`src/hw/rtl/isr_pkg.sv`:
```
// Shared widths and the cell record type for the integer square root block.
`default_nettype none

package isr_pkg;

    // Width of the radicand that the root is taken over; its top bit is the sign.
    localparam int DATA_WIDTH = 32;

    // Fixed widths of the request and response fields.
    localparam int IN_W  = 32;
    localparam int OUT_W = 16;

    // One root bit is settled per cell, so the row has ROOT_W cells.
    localparam int ROOT_W = (DATA_WIDTH + 1) / 2;
    localparam int RAD_W  = 2 * ROOT_W;
    localparam int REM_W  = ROOT_W + 2;

    // Width that holds both the request field and the radicand.
    localparam int EXT_W = (DATA_WIDTH > IN_W) ? DATA_WIDTH : IN_W;

    // State handed from one cell to the next.
    typedef struct packed {
        logic              valid;
        logic              err;
        logic [RAD_W-1:0]  rad;
        logic [REM_W-1:0]  rem;
        logic [ROOT_W-1:0] root;
    } cell_t;

endpackage

`default_nettype wire

```
`src/hw/rtl/isr_in_if.sv`:
```
// Request channel carrying the signed radicand.
`default_nettype none

interface isr_in_if;

    logic                           valid;
    logic                           ready;
    logic signed [isr_pkg::IN_W-1:0] radicand;

    modport source (output valid, output radicand, input ready);
    modport sink   (input valid, input radicand, output ready);

endinterface

`default_nettype wire

```
`src/hw/rtl/isr_out_if.sv`:
```
// Response channel carrying the root and the domain error flag.
`default_nettype none

interface isr_out_if;

    logic                      valid;
    logic                      ready;
    logic [isr_pkg::OUT_W-1:0] square_root;
    logic                      domain_error;

    modport source (output valid, output square_root, output domain_error, input ready);
    modport sink   (input valid, input square_root, input domain_error, output ready);

endinterface

`default_nettype wire

```
`src/hw/rtl/integer_square_root_top.sv`:
```
// Integer square root: a row of cells, one per root bit, followed by a response register.
//
// Each request carries a signed radicand; the response gives floor(sqrt(radicand)) and a
// domain error flag, which is set for a negative radicand while the root reads zero. The
// root is settled by the restoring bit-by-bit method in a row of ROOT_W identical cells,
// each fixing one root bit. The accepting edge writes the request into the first cell; it
// then moves on from cell to cell each time the row advances, and from the last cell into
// the response register, which offers the response. The whole row moves forward together
// whenever the response register is free or being emptied, so a new request is taken in
// every such cycle; while the response side stalls the row holds and no request is taken.
// Responses leave in the order their requests came in.
`default_nettype none

module integer_square_root_top
(
    input  wire logic clk,
    input  wire logic rst_n,
    isr_in_if.sink    operand,
    isr_out_if.source result
);

    logic                          advance;
    logic [isr_pkg::EXT_W-1:0]     ext;
    logic                          sign;
    isr_pkg::cell_t                load;
    isr_pkg::cell_t                cells [isr_pkg::ROOT_W];

    logic                          out_valid_reg;
    logic                          out_valid_next;
    logic [isr_pkg::OUT_W-1:0]     out_root_reg;
    logic [isr_pkg::OUT_W-1:0]     out_root_next;
    logic                          out_err_reg;
    logic                          out_err_next;

    // The row moves whenever the response register can take what leaves it.
    assign advance       = ~out_valid_reg | result.ready;
    assign operand.ready = advance;

    // Take the radicand from the request; a negative one enters the row as zero.
    always_comb
    begin
        ext        = isr_pkg::EXT_W'($unsigned(operand.radicand));
        sign       = ext[isr_pkg::DATA_WIDTH-1];
        load.valid = operand.valid & advance;
        load.err   = sign;
        load.rad   = sign ? '0 : isr_pkg::RAD_W'(ext[isr_pkg::DATA_WIDTH-1:0]);
        load.rem   = '0;
        load.root  = '0;
    end

    // Row of cells, one root bit each.
    for (genvar i = 0; i < isr_pkg::ROOT_W; i++)
    begin : g_cell
        if (i == 0)
        begin : g_first
            isr_cell u_cell
            (
                .clk     (clk),
                .rst_n   (rst_n),
                .advance (advance),
                .prev    (load),
                .hand_on (cells[i])
            );
        end
        else
        begin : g_rest
            isr_cell u_cell
            (
                .clk     (clk),
                .rst_n   (rst_n),
                .advance (advance),
                .prev    (cells[i-1]),
                .hand_on (cells[i])
            );
        end
    end

    // Response register fed from the last cell.
    always_comb
    begin
        out_valid_next = cells[isr_pkg::ROOT_W-1].valid;
        out_root_next  = isr_pkg::OUT_W'(cells[isr_pkg::ROOT_W-1].root);
        out_err_next   = cells[isr_pkg::ROOT_W-1].err;
    end

    always_ff @(posedge clk or negedge rst_n)
    begin
        if (!rst_n)
        begin
            out_valid_reg <= 1'b0;
        end
        else if (advance)
        begin
            out_valid_reg <= out_valid_next;
        end
    end

    always_ff @(posedge clk)
    begin
        if (advance)
        begin
            out_root_reg <= out_root_next;
            out_err_reg  <= out_err_next;
        end
    end

    assign result.valid        = out_valid_reg;
    assign result.square_root  = out_root_reg;
    assign result.domain_error = out_err_reg;

    // A stalled response freezes the row; its first and last cells are checked.
    a_row_holds : assert property (@(posedge clk) disable iff (!rst_n)
        !advance |=> $stable(cells[isr_pkg::ROOT_W-1]) && $stable(cells[0]))
        else $error("cell row moved while the response was stalled");

    // A domain error always comes with a zero root.
    a_err_zero_root : assert property (@(posedge clk) disable iff (!rst_n)
        result.valid && result.domain_error |-> result.square_root == '0)
        else $error("domain error response carries a non-zero root");

    // A negative radicand leaves nothing behind in the last cell.
    a_err_clean : assert property (@(posedge clk) disable iff (!rst_n)
        cells[isr_pkg::ROOT_W-1].valid && cells[isr_pkg::ROOT_W-1].err
            |-> cells[isr_pkg::ROOT_W-1].rem == '0 && cells[isr_pkg::ROOT_W-1].root == '0)
        else $error("negative radicand produced a non-zero remainder or root");

    // A request in the last cell shows up in the response register when the row advances.
    a_latency : assert property (@(posedge clk) disable iff (!rst_n)
        advance && cells[isr_pkg::ROOT_W-1].valid |=> result.valid)
        else $error("last cell's request did not reach the response register");

endmodule

`default_nettype wire

```
`src/hw/rtl/isr_cell.sv`:
```
// One cell of the root row: settles one root bit and hands its state on.
`default_nettype none

module isr_cell
(
    input  wire logic           clk,
    input  wire logic           rst_n,
    input  wire logic           advance,
    input  wire isr_pkg::cell_t prev,
    output isr_pkg::cell_t      hand_on
);

    logic                          valid_reg;
    logic                          valid_next;
    isr_pkg::cell_t                data_reg;
    isr_pkg::cell_t                data_next;
    logic [isr_pkg::REM_W-1:0]     rem_shift;
    logic [isr_pkg::REM_W:0]       trial;
    logic                          root_bit;

    // Bring down the next two radicand bits and try the trial subtraction.
    always_comb
    begin
        rem_shift  = {prev.rem[isr_pkg::REM_W-3:0], prev.rad[isr_pkg::RAD_W-1 -: 2]};
        trial      = {1'b0, rem_shift} - {1'b0, prev.root, 2'b01};
        root_bit   = ~trial[isr_pkg::REM_W];

        data_next       = prev;
        data_next.rad   = {prev.rad[isr_pkg::RAD_W-3:0], 2'b00};
        data_next.rem   = root_bit ? trial[isr_pkg::REM_W-1:0] : rem_shift;
        data_next.root  = {prev.root[isr_pkg::ROOT_W-2:0], root_bit};
        valid_next      = prev.valid;
    end

    // Occupancy flag of the cell.
    always_ff @(posedge clk or negedge rst_n)
    begin
        if (!rst_n)
        begin
            valid_reg <= 1'b0;
        end
        else if (advance)
        begin
            valid_reg <= valid_next;
        end
    end

    // Working values of the cell.
    always_ff @(posedge clk)
    begin
        if (advance)
        begin
            data_reg <= data_next;
        end
    end

    always_comb
    begin
        hand_on       = data_reg;
        hand_on.valid = valid_reg;
    end

endmodule

`default_nettype wire
```
`src/flat_wrapper.sv`:
```
// flat-port wrapper written by rule: the top's interface ports become plain ports
module integer_square_root_top_flat 
  (clk, rst_n, operand_valid, operand_radicand, operand_ready, result_valid, result_square_root, result_domain_error, result_ready);
  isr_in_if operand_i ();
  isr_out_if result_i ();
  input  wire logic clk;
  input  wire logic rst_n;
  input wire logic [$bits(operand_i.valid)-1:0] operand_valid;
  input wire logic [$bits(operand_i.radicand)-1:0] operand_radicand;
  output wire logic [$bits(operand_i.ready)-1:0] operand_ready;
  output wire logic [$bits(result_i.valid)-1:0] result_valid;
  output wire logic [$bits(result_i.square_root)-1:0] result_square_root;
  output wire logic [$bits(result_i.domain_error)-1:0] result_domain_error;
  input wire logic [$bits(result_i.ready)-1:0] result_ready;
  assign operand_i.valid = operand_valid;
  assign operand_i.radicand = operand_radicand;
  assign operand_ready = operand_i.ready;
  assign result_valid = result_i.valid;
  assign result_square_root = result_i.square_root;
  assign result_domain_error = result_i.domain_error;
  assign result_i.ready = result_ready;
  integer_square_root_top u_core (.clk(clk), .rst_n(rst_n), .operand(operand_i), .result(result_i));
endmodule
```
`config.mk`:
```
export PLATFORM = sky130hd
export DESIGN_NAME = integer_square_root_top_flat
export DESIGN_NICKNAME = d
export VERILOG_FILES = /design/src/hw/rtl/isr_pkg.sv /design/src/hw/rtl/isr_in_if.sv /design/src/hw/rtl/isr_out_if.sv /design/src/hw/rtl/integer_square_root_top.sv /design/src/hw/rtl/isr_cell.sv /design/src/flat_wrapper.sv
export SDC_FILE = /design/constraint.sdc
export NUM_CORES = 1
export LEC_CHECK = 0
export ABC_AREA = 1
export BUFFER_PORTS_ARGS = -buffer_cell sky130_fd_sc_hd__buf_2
export CAP_MARGIN = 30
export CELL_PAD_IN_SITES_DETAIL_PLACEMENT = 1
export CELL_PAD_IN_SITES_GLOBAL_PLACEMENT = 2
export CORE_MARGIN = 2
export CORE_UTILIZATION = 40
export DETAILED_ROUTE_END_ITERATION = 8
export GPL_ROUTABILITY_DRIVEN = 1
export PLACE_DENSITY = 0.87
export RECOVER_POWER = 50
export SETUP_SLACK_MARGIN = 0.1
export SLEW_MARGIN = 20
export SYNTH_ARGS = -nofsm -noshare
export SYNTH_HDL_FRONTEND = slang
export SYNTH_SLANG_ARGS = --single-unit
```
`constraint.sdc`:
```
create_clock -name clk -period 65.3 [get_ports clk]
set_input_delay 6.53 -clock clk [delete_from_list [all_inputs] [get_ports clk]]
set_output_delay 6.53 -clock clk [all_outputs]
set_load 0.05 [all_outputs]
```
==> flow_summary.json, run 1 <==
{
  "internal_power_mw": 1.11,
  "grt_pass1_wl_um": 119000,
  "antenna_found_initial": 0,
  "p_leak_nw": 16.3,
  "power_density_nw_per_um2": 49.7,
  "relSlewSlack_pct": -14.3,
  "drive_gt1_share_pct": 6.01,
  "slowest_stage": "nand2_1",
  "dp_cells": 4293,
  "core_area_um2": 78900,
  "rows": 103,
  "clock-sinks": 647,
  "drv_slew": 32,
  "vias": 21460,
  "cpMostUsedCell": "buf_2",
  "failed_checks": "capacitance limit, slew limit",
  "cpPeakStageDelay_ns": 0.98,
  "max_freq_ghz": 0.0684,
  "largest_reg_flops": 580,
  "cp_max_fo": 23,
  "critical_path_required_ns": 58.77,
  "synth-xor-area-share_pct": 2.37,
  "min_path_type": "register to register",
  "yosys_warnings": 0,
  "design_area_um2": 35600,
  "ios": 55,
  "synthMuxAreaShare_pct": 0.0354,
  "syn_inst": 3210,
  "max-cap-violations": 2,
  "drtPass1Iterations": 7,
  "grt_pass1_vias": 22394,
  "crit_path_cell_trace": "buf_2 -> inv_1 -> nand2_1 -> buf_2",
  "crit_type": "primary input to output port",
  "die_x_um": 286,
  "dp_worst_setup_slack_ns": 51.35,
  "ys_seq_area_share_pct": 60.8,
  "hold_buffers": 0,
  "die-area_um2": 81800,
  "status": "finished, violations left",
  "skew_ns": 0.0525,
  "nets": 3492,
  "wl_um": 73400,
  "portBuffers": 54,
  "synth_cell_type_count": 46,
  "routedWlPerCell_um": 16.6,
  "combPwrFrac_pct": 32.5,
  "fin_cells": 4427,
  "syn_to_final_growth_pct": 11.8,
  "gr-total-overflow": 0,
  "cts-root-buf": "clkbuf_16",
  "avgViaCountPerCell": 4.85,
  "htree_num_levels": 3,
  "worst_slew_pin_slew_ns": 1.70,
  "grt_use_total_pct": 18.2,
  "ys_seq_elements": 647,
  "cpLargestDelayFamily": "simple AND/OR/NAND/NOR gates",
  "final_util_pct": 45.1,
  "synth_flop_cell": "edfxtp_1",
  "placed_area_um2": 33300,
  "drt_iter0_drc": 1164,
  "clkPwrFrac_pct": 23.2,
  "initial_core_util_pct": 40.4,
  "critPathArrivalTime_ns": 8.09,
  "synth.avg_cell_area_um2": 9.91,
  "cts_resized": 0,
  "ant_nets": 0,
  "critical_path_buf_inv_count": 3,
  "rsz0062_at_grt": "false",
  "seqPwrFrac_pct": 44.3,
  "dp_hpwl_um": 53700,
  "cts_tree": "built",
  "setup_viol": 0,
  "p_switching_mw": 0.656,
  "final-hold-violation-count": 0,
  "cts_setup_buffers": 0,
  "diodes": 0,
  "setup_ws_ns": 50.68,
  "synthesis.nets": 3383,
  "ys_async_sr_fraction_pct": 2.63,
  "synth_top_family_by_area": "simple AND/OR/NAND/NOR gates",
  "synth_edf_count": 630,
  "setup.worst_path.end_class": "output port",
  "finalPower_mw": 1.77,
  "tns_ns": 0,
  "grt_start_max_net_pins": 175,
  "clock_path_buffers": 3,
  "synthSimpleGateAreaFrac_pct": 20.1,
  "drc": 0,
  "synth-compound-area-share_pct": 3.98,
  "fill_cells": 9009,
  "gp_congestion": 0.830,
  "timing.hold.ws_ns": 0.398,
  "synthAdderAreaFrac_pct": 5.39,
  "clk_pin_slew_ns": 0.06,
  "crit_path_start_kind": "primary input",
  "mappedNetlistArea_um2": 31800,
  "fin_crit_ns": 14.62,
  "swShare_pct": 37.1,
  "vdd_drop_max_mv": 0.0316,
  "fin_crit_sh_pct": 22.4,
  "clk_latency_ns": 0.65,
  "numCtsBuffers": 73,
  "die_y_um": 286
}
==> placed cells by master, fill, tap and decap left out, drive strengths merged, types with 3 or more instances in the layout <==
master / instances
clkinv: 33
o21bai: 5
buf: 62
nor3: 26
and3: 4
xnor2: 23
xor2: 63
a21oi: 127
o21ai: 91
dfrtp: 17
nand4: 50
a31oi: 5
nor2: 251
nand3b: 15
ha: 137
nand3: 222
a21o: 3
and2: 13
nand2: 915
inv: 568
clkbuf: 88
clkinvlp: 5
or2: 10
bufinv: 5
edfxtp: 630
==> final timing paths <==
check / startpoint / end / slack [ns] / cells past startpoint
min reg2reg: u_core.g_cell[6].g_rest.u_cell.hand_on[60] / u_core.g_cell[7].g_rest.u_cell.hand_on[62] / 0.40 / 0
min in group asynchronous: rst_n / u_core.g_cell[4].g_rest.u_cell.valid_reg / 6.03 / 1
max in group asynchronous: rst_n / u_core.g_cell[8].g_rest.u_cell.valid_reg / 58.70 / 1
max reg2reg: u_core.result.valid / u_core.g_cell[8].g_rest.u_cell.hand_on[4] / 61.94 / 3
max: result_ready / operand_ready / 50.68 / 4
min: u_core.g_cell[6].g_rest.u_cell.hand_on[60] / u_core.g_cell[7].g_rest.u_cell.hand_on[62] / 0.40 / 0
==> cell families (layout without fill, tap and decap cells) <==
logic type | Yosys count | in the layout
compound gates | 237 | 237
xor+xnor | 86 | 86
fa+ha+maj | 137 | 137
buf+inv | 594 | 761
flops | 647 | 647
mux | 1 | 1
other cells | 1 | 1
simple gates | 1507 | 1507
==> cell usage after synthesis, drive strengths merged (22+ instances only) <==
master	instances	area share [%]
nand4	50	1.1
ha	137	5.4
nor2	251	3.1
xnor2	23	0.63
nand3	222	3.6
edfxtp	630	59
a21oi	127	2.1
inv	564	6.7
o21ai	91	1.5
nand2	915	11
buf	22	0.61
nor3	26	0.51
xor2	63	1.7
==> worst reg2reg max path: cells and delay by family, from the launching register on <==
family,cells,cell delay [ns]
and+or+nand+nor,1,0.99
DFF,1,0.37
buffers and inverters,2,1.59
==> metal layers <==
layer	track usage (%)	share of wire, %	vias to the layer above
met4	5.82	2.5	0
met5	0	0	-
met1	24.2	46	10284
met2	30.8	48	296
met3	2.32	3.2	101
li1	-	-	10779
==> layout make-up <==
class | instances | area (µm²) | area share [%]
Clock inverter | 47 | 518 | 1.46
Multi-Input combinational cell | 1969 | 10000 | 28.1
Timing Repair Buffer | 64 | 388 | 1.09
Sequential cell | 647 | 19300 | 54.4
Tap cell | 1050 | 1310 | 3.69
Inverter | 564 | 2120 | 5.95
Clock buffer | 86 | 1900 | 5.33
==> power groups by stage <==
stage,clock network (mW),registers [mW],logic (mW)
floorplan,0,0.837,0.423
global placement,0,0.786,0.559
detailed placement,0,0.794,0.578
CTS,0.423,0.789,0.584
global route,0.437,0.803,0.662
finish,0.410,0.785,0.575
Power figures use the tool's default switching activity.
==> run 2, diff against run 1 <==
--- a/config.mk
+++ b/config.mk
@@ -11,7 +11,7 @@
 export CELL_PAD_IN_SITES_DETAIL_PLACEMENT = 1
 export CELL_PAD_IN_SITES_GLOBAL_PLACEMENT = 2
 export CORE_MARGIN = 2
-export CORE_UTILIZATION = 40
+export CORE_UTILIZATION = 38
 export DETAILED_ROUTE_END_ITERATION = 8
 export GPL_ROUTABILITY_DRIVEN = 1
 export PLACE_DENSITY = 0.87
==> constraint.sdc (replaced) <==
create_clock -name clk -period 12.8 [get_ports clk]
set_input_delay 1.28 -clock clk [delete_from_list [all_inputs] [get_ports clk]]
set_output_delay 1.28 -clock clk [all_outputs]
set_load 0.05 [all_outputs]
==> flow_summary.json, run 2 (same netlist as run 1, synthesis figures left out) <==
{
  "power_density_nw_per_um2": 253,
  "design_area_um2": 35600,
  "seqCellArea_um2": 19300,
  "fin_cells": 4462,
  "dp_worst_setup_slack_ns": 8.17,
  "setup_viol": 0,
  "crit_path_start_kind": "primary input",
  "combPwrFrac_pct": 32.7,
  "max-cap-violations": 4,
  "ant_nets": 0,
  "p_leak_nw": 16.2,
  "final_cell_mix": "914 x nand2_1, 630 x edfxtp_1, 560 x inv_1",
  "grt_pass1_wl_um": 118000,
  "vias": 21374,
  "routedWlPerCell_um": 16.4,
  "setup.worst_path.end_class": "register",
  "status": "finished, violations left",
  "clock-sinks": 647,
  "max_freq_ghz": 0.165,
  "critPathArrivalTime_ns": 6.37,
  "skew_ns": 0.0498,
  "dp_hpwl_um": 54700,
  "min_from": "u_core.g_cell[5].g_rest.u_cell.hand_on[61]",
  "grt_start_max_net_pins": 180,
  "seqPwrFrac_pct": 44.6,
  "clk_latency_ns": 0.63,
  "core_area_um2": 83300,
  "min_path_type": "register to register",
  "drc": 0,
  "rsz0062_at_grt": "false",
  "grt_pass1_vias": 22067,
  "die_y_um": 293,
  "drt_iter0_drc": 1107,
  "grt_use_total_pct": 17.1,
  "largest_reg_flops": 580,
  "die-area_um2": 86100,
  "diodes": 0,
  "regToRegSetupSlack_ns": 7.17,
  "failed_checks": "capacitance limit, slew limit",
  "cts-root-buf": "clkbuf_16",
  "syn_to_final_growth_pct": 11.7,
  "rows": 106,
  "clk_pin_slew_ns": 0.06,
  "relSlewSlack_pct": -90.9,
  "gr-total-overflow": 0,
  "worst_slew_pin_slew_ns": 2.86,
  "fin_crit_ns": 6.07,
  "placed_area_um2": 33300,
  "final-hold-violation-count": 0,
  "die_x_um": 293,
  "cts_resized": 0,
  "final_util_pct": 42.7,
  "drv_slew": 136,
  "numCtsBuffers": 74,
  "clock_path_buffers": 3,
  "dp_cells": 4324,
  "gp_congestion": 0.823,
  "timing.hold.ws_ns": 0.409,
  "critical_path_required_ns": 13.10,
  "mostFrequentLayoutCell": "nand2_1",
  "vdd_drop_max_mv": 0.143,
  "clkPwrFrac_pct": 22.7,
  "drive_gt1_share_pct": 5.32,
  "multi_input_area_um2": 9990,
  "p_switching_mw": 3.33,
  "finalPower_mw": 8.99,
  "portBuffers": 54,
  "fill_cells": 9438,
  "setup_ws_ns": 6.73,
  "hold_buffers": 0,
  "htree_num_levels": 3,
  "avgViaCountPerCell": 4.79,
  "swShare_pct": 37.0,
  "tns_ns": 0,
  "crit_type": "primary input to register",
  "crit_start": "result_ready",
  "ios": 55,
  "drtPass1Iterations": 5,
  "nets": 3495,
  "r2r-start": "u_core.result.valid",
  "cp_max_fo": 64,
  "initial_core_util_pct": 38.2,
  "cts_setup_buffers": 0,
  "wl_um": 73200,
  "internal_power_mw": 5.67,
  "cts_tree": "built",
  "antenna_found_initial": 0,
  "fin_crit_sh_pct": 47.4
}
## run 2: final cells by class
type | instances | area share [%]
clock buffer | 93 | 5.41
sequential | 647 | 54.4
multi-input combinational | 1969 | 28.1
tap | 1080 | 3.80
clock inverter | 43 | 1.28
timing repair buffer | 66 | 1.07
inverter | 564 | 5.95
## run 2: worst paths after layout
kind	endpoint	cells after the start
setup reg to reg	u_core.g_cell[15].g_rest.u_cell.hand_on[10]	4
hold reg to reg	u_core.g_cell[6].g_rest.u_cell.hand_on[63]	0
hold / removal	u_core.g_cell[6].g_rest.u_cell.hand_on[63]	0
max in group asynchronous	u_core.g_cell[5].g_rest.u_cell.valid_reg	1
setup / recovery	u_core.g_cell[15].g_rest.u_cell.hand_on[10]	6
min in group asynchronous	u_core.g_cell[10].g_rest.u_cell.valid_reg	1
## run 2: worst max-delay path, stage by stage
cell and delay, ns:
buf_2 0.08, inv_1 0.03, nand2_1 1.79, clkbuf_1 2.15, buf_4 0.61, buf_16 0.30
## run 2: metal layers
| layer | global-route usage, % | vias to the layer above | wire length [µm] |
|---|---|---|---|
| met5 | 0 | - | 0 |
| met4 | 3.71 | 0 | 1100 |
| met3 | 2.51 | 78 | 2300 |
| met2 | 29.0 | 271 | 35000 |
| met1 | 23.3 | 10253 | 34800 |
| li1 | - | 10772 | - |
## run 2: power groups by stage
stage | Clock, mW | Sequential (mW) | Combinational [mW]
after global placement | 0 | 4.00 | 2.87
after floorplan | 0 | 4.07 | 2.16
after global routing | 2.19 | 4.10 | 3.38
after CTS | 2.10 | 4.02 | 3.00
after detailed placement | 0 | 4.06 | 2.97
final | 2.04 | 4.01 | 2.94
==> run 3, diff against run 2 <==
--- a/config.mk
+++ b/config.mk
@@ -5,16 +5,16 @@
 export SDC_FILE = /design/constraint.sdc
 export NUM_CORES = 1
 export LEC_CHECK = 0
-export ABC_AREA = 1
+export ABC_AREA = 0
 export BUFFER_PORTS_ARGS = -buffer_cell sky130_fd_sc_hd__buf_2
 export CAP_MARGIN = 30
 export CELL_PAD_IN_SITES_DETAIL_PLACEMENT = 1
 export CELL_PAD_IN_SITES_GLOBAL_PLACEMENT = 2
 export CORE_MARGIN = 2
-export CORE_UTILIZATION = 38
+export CORE_UTILIZATION = 40
 export DETAILED_ROUTE_END_ITERATION = 8
 export GPL_ROUTABILITY_DRIVEN = 1
-export PLACE_DENSITY = 0.87
+export PLACE_DENSITY = 0.81
 export RECOVER_POWER = 50
 export SETUP_SLACK_MARGIN = 0.1
 export SLEW_MARGIN = 20
==> constraint.sdc (replaced) <==
create_clock -name clk -period 6.1 [get_ports clk]
set_input_delay 0.61 -clock clk [delete_from_list [all_inputs] [get_ports clk]]
set_output_delay 0.61 -clock clk [all_outputs]
set_load 0.05 [all_outputs]
==> flow_summary.json, run 3 <==
{
  "worst_slew_pin_slew_ns": 2.47,
  "ys_seq_area_share_pct": 66.4,
  "critPathArrivalTime_ns": 4.23,
  "setup.worst_path.end_class": "register",
  "initial_core_util_pct": 40.6,
  "nets": 2368,
  "cp_max_fo": 97,
  "dp_cells": 3067,
  "vias": 16383,
  "cpLargestDelayFamily": "buffers and inverters",
  "p_leak_nw": 13.0,
  "htree_num_levels": 3,
  "cpPeakStageDelay_ns": 1.79,
  "portBuffers": 54,
  "syn_to_final_growth_pct": 13.1,
  "antenna_found_initial": 1,
  "drt_iter0_drc": 832,
  "grt_start_max_net_pins": 171,
  "synth.avg_cell_area_um2": 14.0,
  "synthTopCellsByArea": "edfxtp_1 65%, ha_1 5.9%, mux2_2 2.5%",
  "drive_gt1_share_pct": 10.9,
  "clock-sinks": 647,
  "critical_path_required_ns": 6.31,
  "crit_type": "register to register",
  "status": "finished, violations left",
  "drv_slew": 172,
  "placed_area_um2": 30600,
  "synth_flop_cell": "edfxtp_1",
  "clk_pin_slew_ns": 0.06,
  "relSlewSlack_pct": -64.4,
  "die_y_um": 274,
  "gp_congestion": 0.820,
  "fin_cells": 3202,
  "final_util_pct": 45.9,
  "diodes": 0,
  "yosysMostFrequentCell": "edfxtp_1",
  "synthesis.nets": 2258,
  "mostFrequentLayoutCell": "edfxtp_1",
  "gr-total-overflow": 0,
  "avgViaCountPerCell": 5.12,
  "synth_cell_type_count": 82,
  "final_cell_mix": "630 x edfxtp_1, 180 x inv_1, 137 x ha_1",
  "tns_ns": 0,
  "wl_met2_um": 27400,
  "fin_crit_sh_pct": 66.0,
  "dp_hpwl_um": 37500,
  "top_layer": "met4",
  "final-hold-violation-count": 0,
  "die_x_um": 274,
  "synth_edf_count": 630,
  "clk_latency_ns": 0.64,
  "rows": 98,
  "grt_pass1_vias": 17652,
  "mappedNetlistArea_um2": 29100,
  "vdd_drop_max_mv": 0.260,
  "cts-root-buf": "clkbuf_16",
  "ys_seq_elements": 647,
  "grt_pass1_wl_um": 88200,
  "max-cap-violations": 3,
  "r2r-start": "u_core.result.valid",
  "power_density_nw_per_um2": 529,
  "synth_top_area_share_pct": 64.9,
  "slowest_stage": "clkbuf_2",
  "drtPass1Iterations": 6,
  "route.met3.wl_um": 1660,
  "wl_met1_um": 23100,
  "finalPower_mw": 17.5,
  "min_from": "operand_valid",
  "yosys_warnings": 0,
  "failed_checks": "capacitance limit, slew limit",
  "crit_path_cell_trace": "nand2b_1 -> clkbuf_2",
  "setup_viol": 0,
  "core_area_um2": 71900,
  "cts_setup_buffers": 0,
  "numCtsBuffers": 73,
  "syn_inst": 2085,
  "ys_async_sr_fraction_pct": 2.63,
  "synth_common_cells": "630 x edfxtp_1, 180 x inv_1, 137 x ha_1",
  "ios": 55,
  "synth_largest_area_cell": "edfxtp_1",
  "grt_use_total_pct": 14.4,
  "critical_path_buf_inv_count": 1,
  "largest_reg_flops": 580,
  "cts_tree": "built",
  "routedWlPerCell_um": 16.8,
  "die-area_um2": 75000,
  "wl_um": 53600,
  "fin_crit_ns": 4.03,
  "max_freq_ghz": 0.248,
  "rsz0062_at_grt": "false",
  "drc": 0,
  "skew_ns": 0.0415,
  "design_area_um2": 33000,
  "crit_path_start_kind": "register",
  "crit_start": "u_core.result.valid",
  "clock_path_buffers": 3,
  "min_path_type": "primary input to register",
  "ant_nets": 0
}
run 3: where the power goes:
| group | internal [mW] | switching [mW] |
|---|---|---|
| registers | 7.36 | 0.856 |
| logic | 2.07 | 2.83 |
| clock network | 2.53 | 1.81 |
run 3: through the flow:
stage                     worst slack, ns  hold slack, ns
after floorplan                      1.35           0.314
after CTS                            2.86           0.224
after detailed placement             2.91           0.406
after global placement               3.07           0.400
after global routing                 1.69           0.233
final                                2.07           0.258
run 3: routing by layer:
metal  vias to the layer above  track usage, %
met5                         -               0
met1                      8078            17.3
met2                       202            25.9
met4                         0            4.79
li1                       8002               -
met3                       101            2.73
run 3: worst paths after layout:
path / end / slack, ns / cells past startpoint
worst min-delay path: u_core.g_cell[0].g_first.u_cell.valid_reg / 0.26 / 2
max in group asynchronous: u_core.g_cell[12].g_rest.u_cell.valid_reg / 4.87 / 2
min in group asynchronous: u_core.g_cell[0].g_first.u_cell.valid_reg / 0.66 / 2
worst max-delay path: u_core.g_cell[3].g_rest.u_cell.hand_on[43] / 2.07 / 2
worst min register to register: u_core.g_cell[5].g_rest.u_cell.hand_on[54] / 0.41 / 0
worst max register to register: u_core.g_cell[3].g_rest.u_cell.hand_on[43] / 2.07 / 2
run 3: worst register-to-register path: cells and delay by family (launching register included):
kind	cells	cell delay (ns)
simple gates	1	1.34
flops	1	0.37
buf+inv	1	1.84
run 3: area by class of cell:
cell class	instances	area, µm²
fillers	7334	38900
flip-flops and latches	647	19300
multi-input cells	1226	8980
clock buffers	88	1880
well taps	950	1190
inverters	182	683
clock inverters	44	529
repair buffers	65	369
run 3: logic make-up (layout without fill, tap and decap cells):
group,after synthesis,after routing,share of synthesized area (%)
fa+ha+maj,137,137,5.88
simple gates,479,479,8.55
mux,90,90,3.52
other cells,1,1,0.0129
buf+inv,212,379,2.86
flops,647,647,66.4
compound gates,378,378,8.56
xor+xnor,141,141,4.24
run 3: timing repair:
item                       4_1_cts  5_1_grt
setup endpoints to repair        0        0
hold buffers                     1        0
hold endpoints to repair        17        0
gates resized for setup          0        0
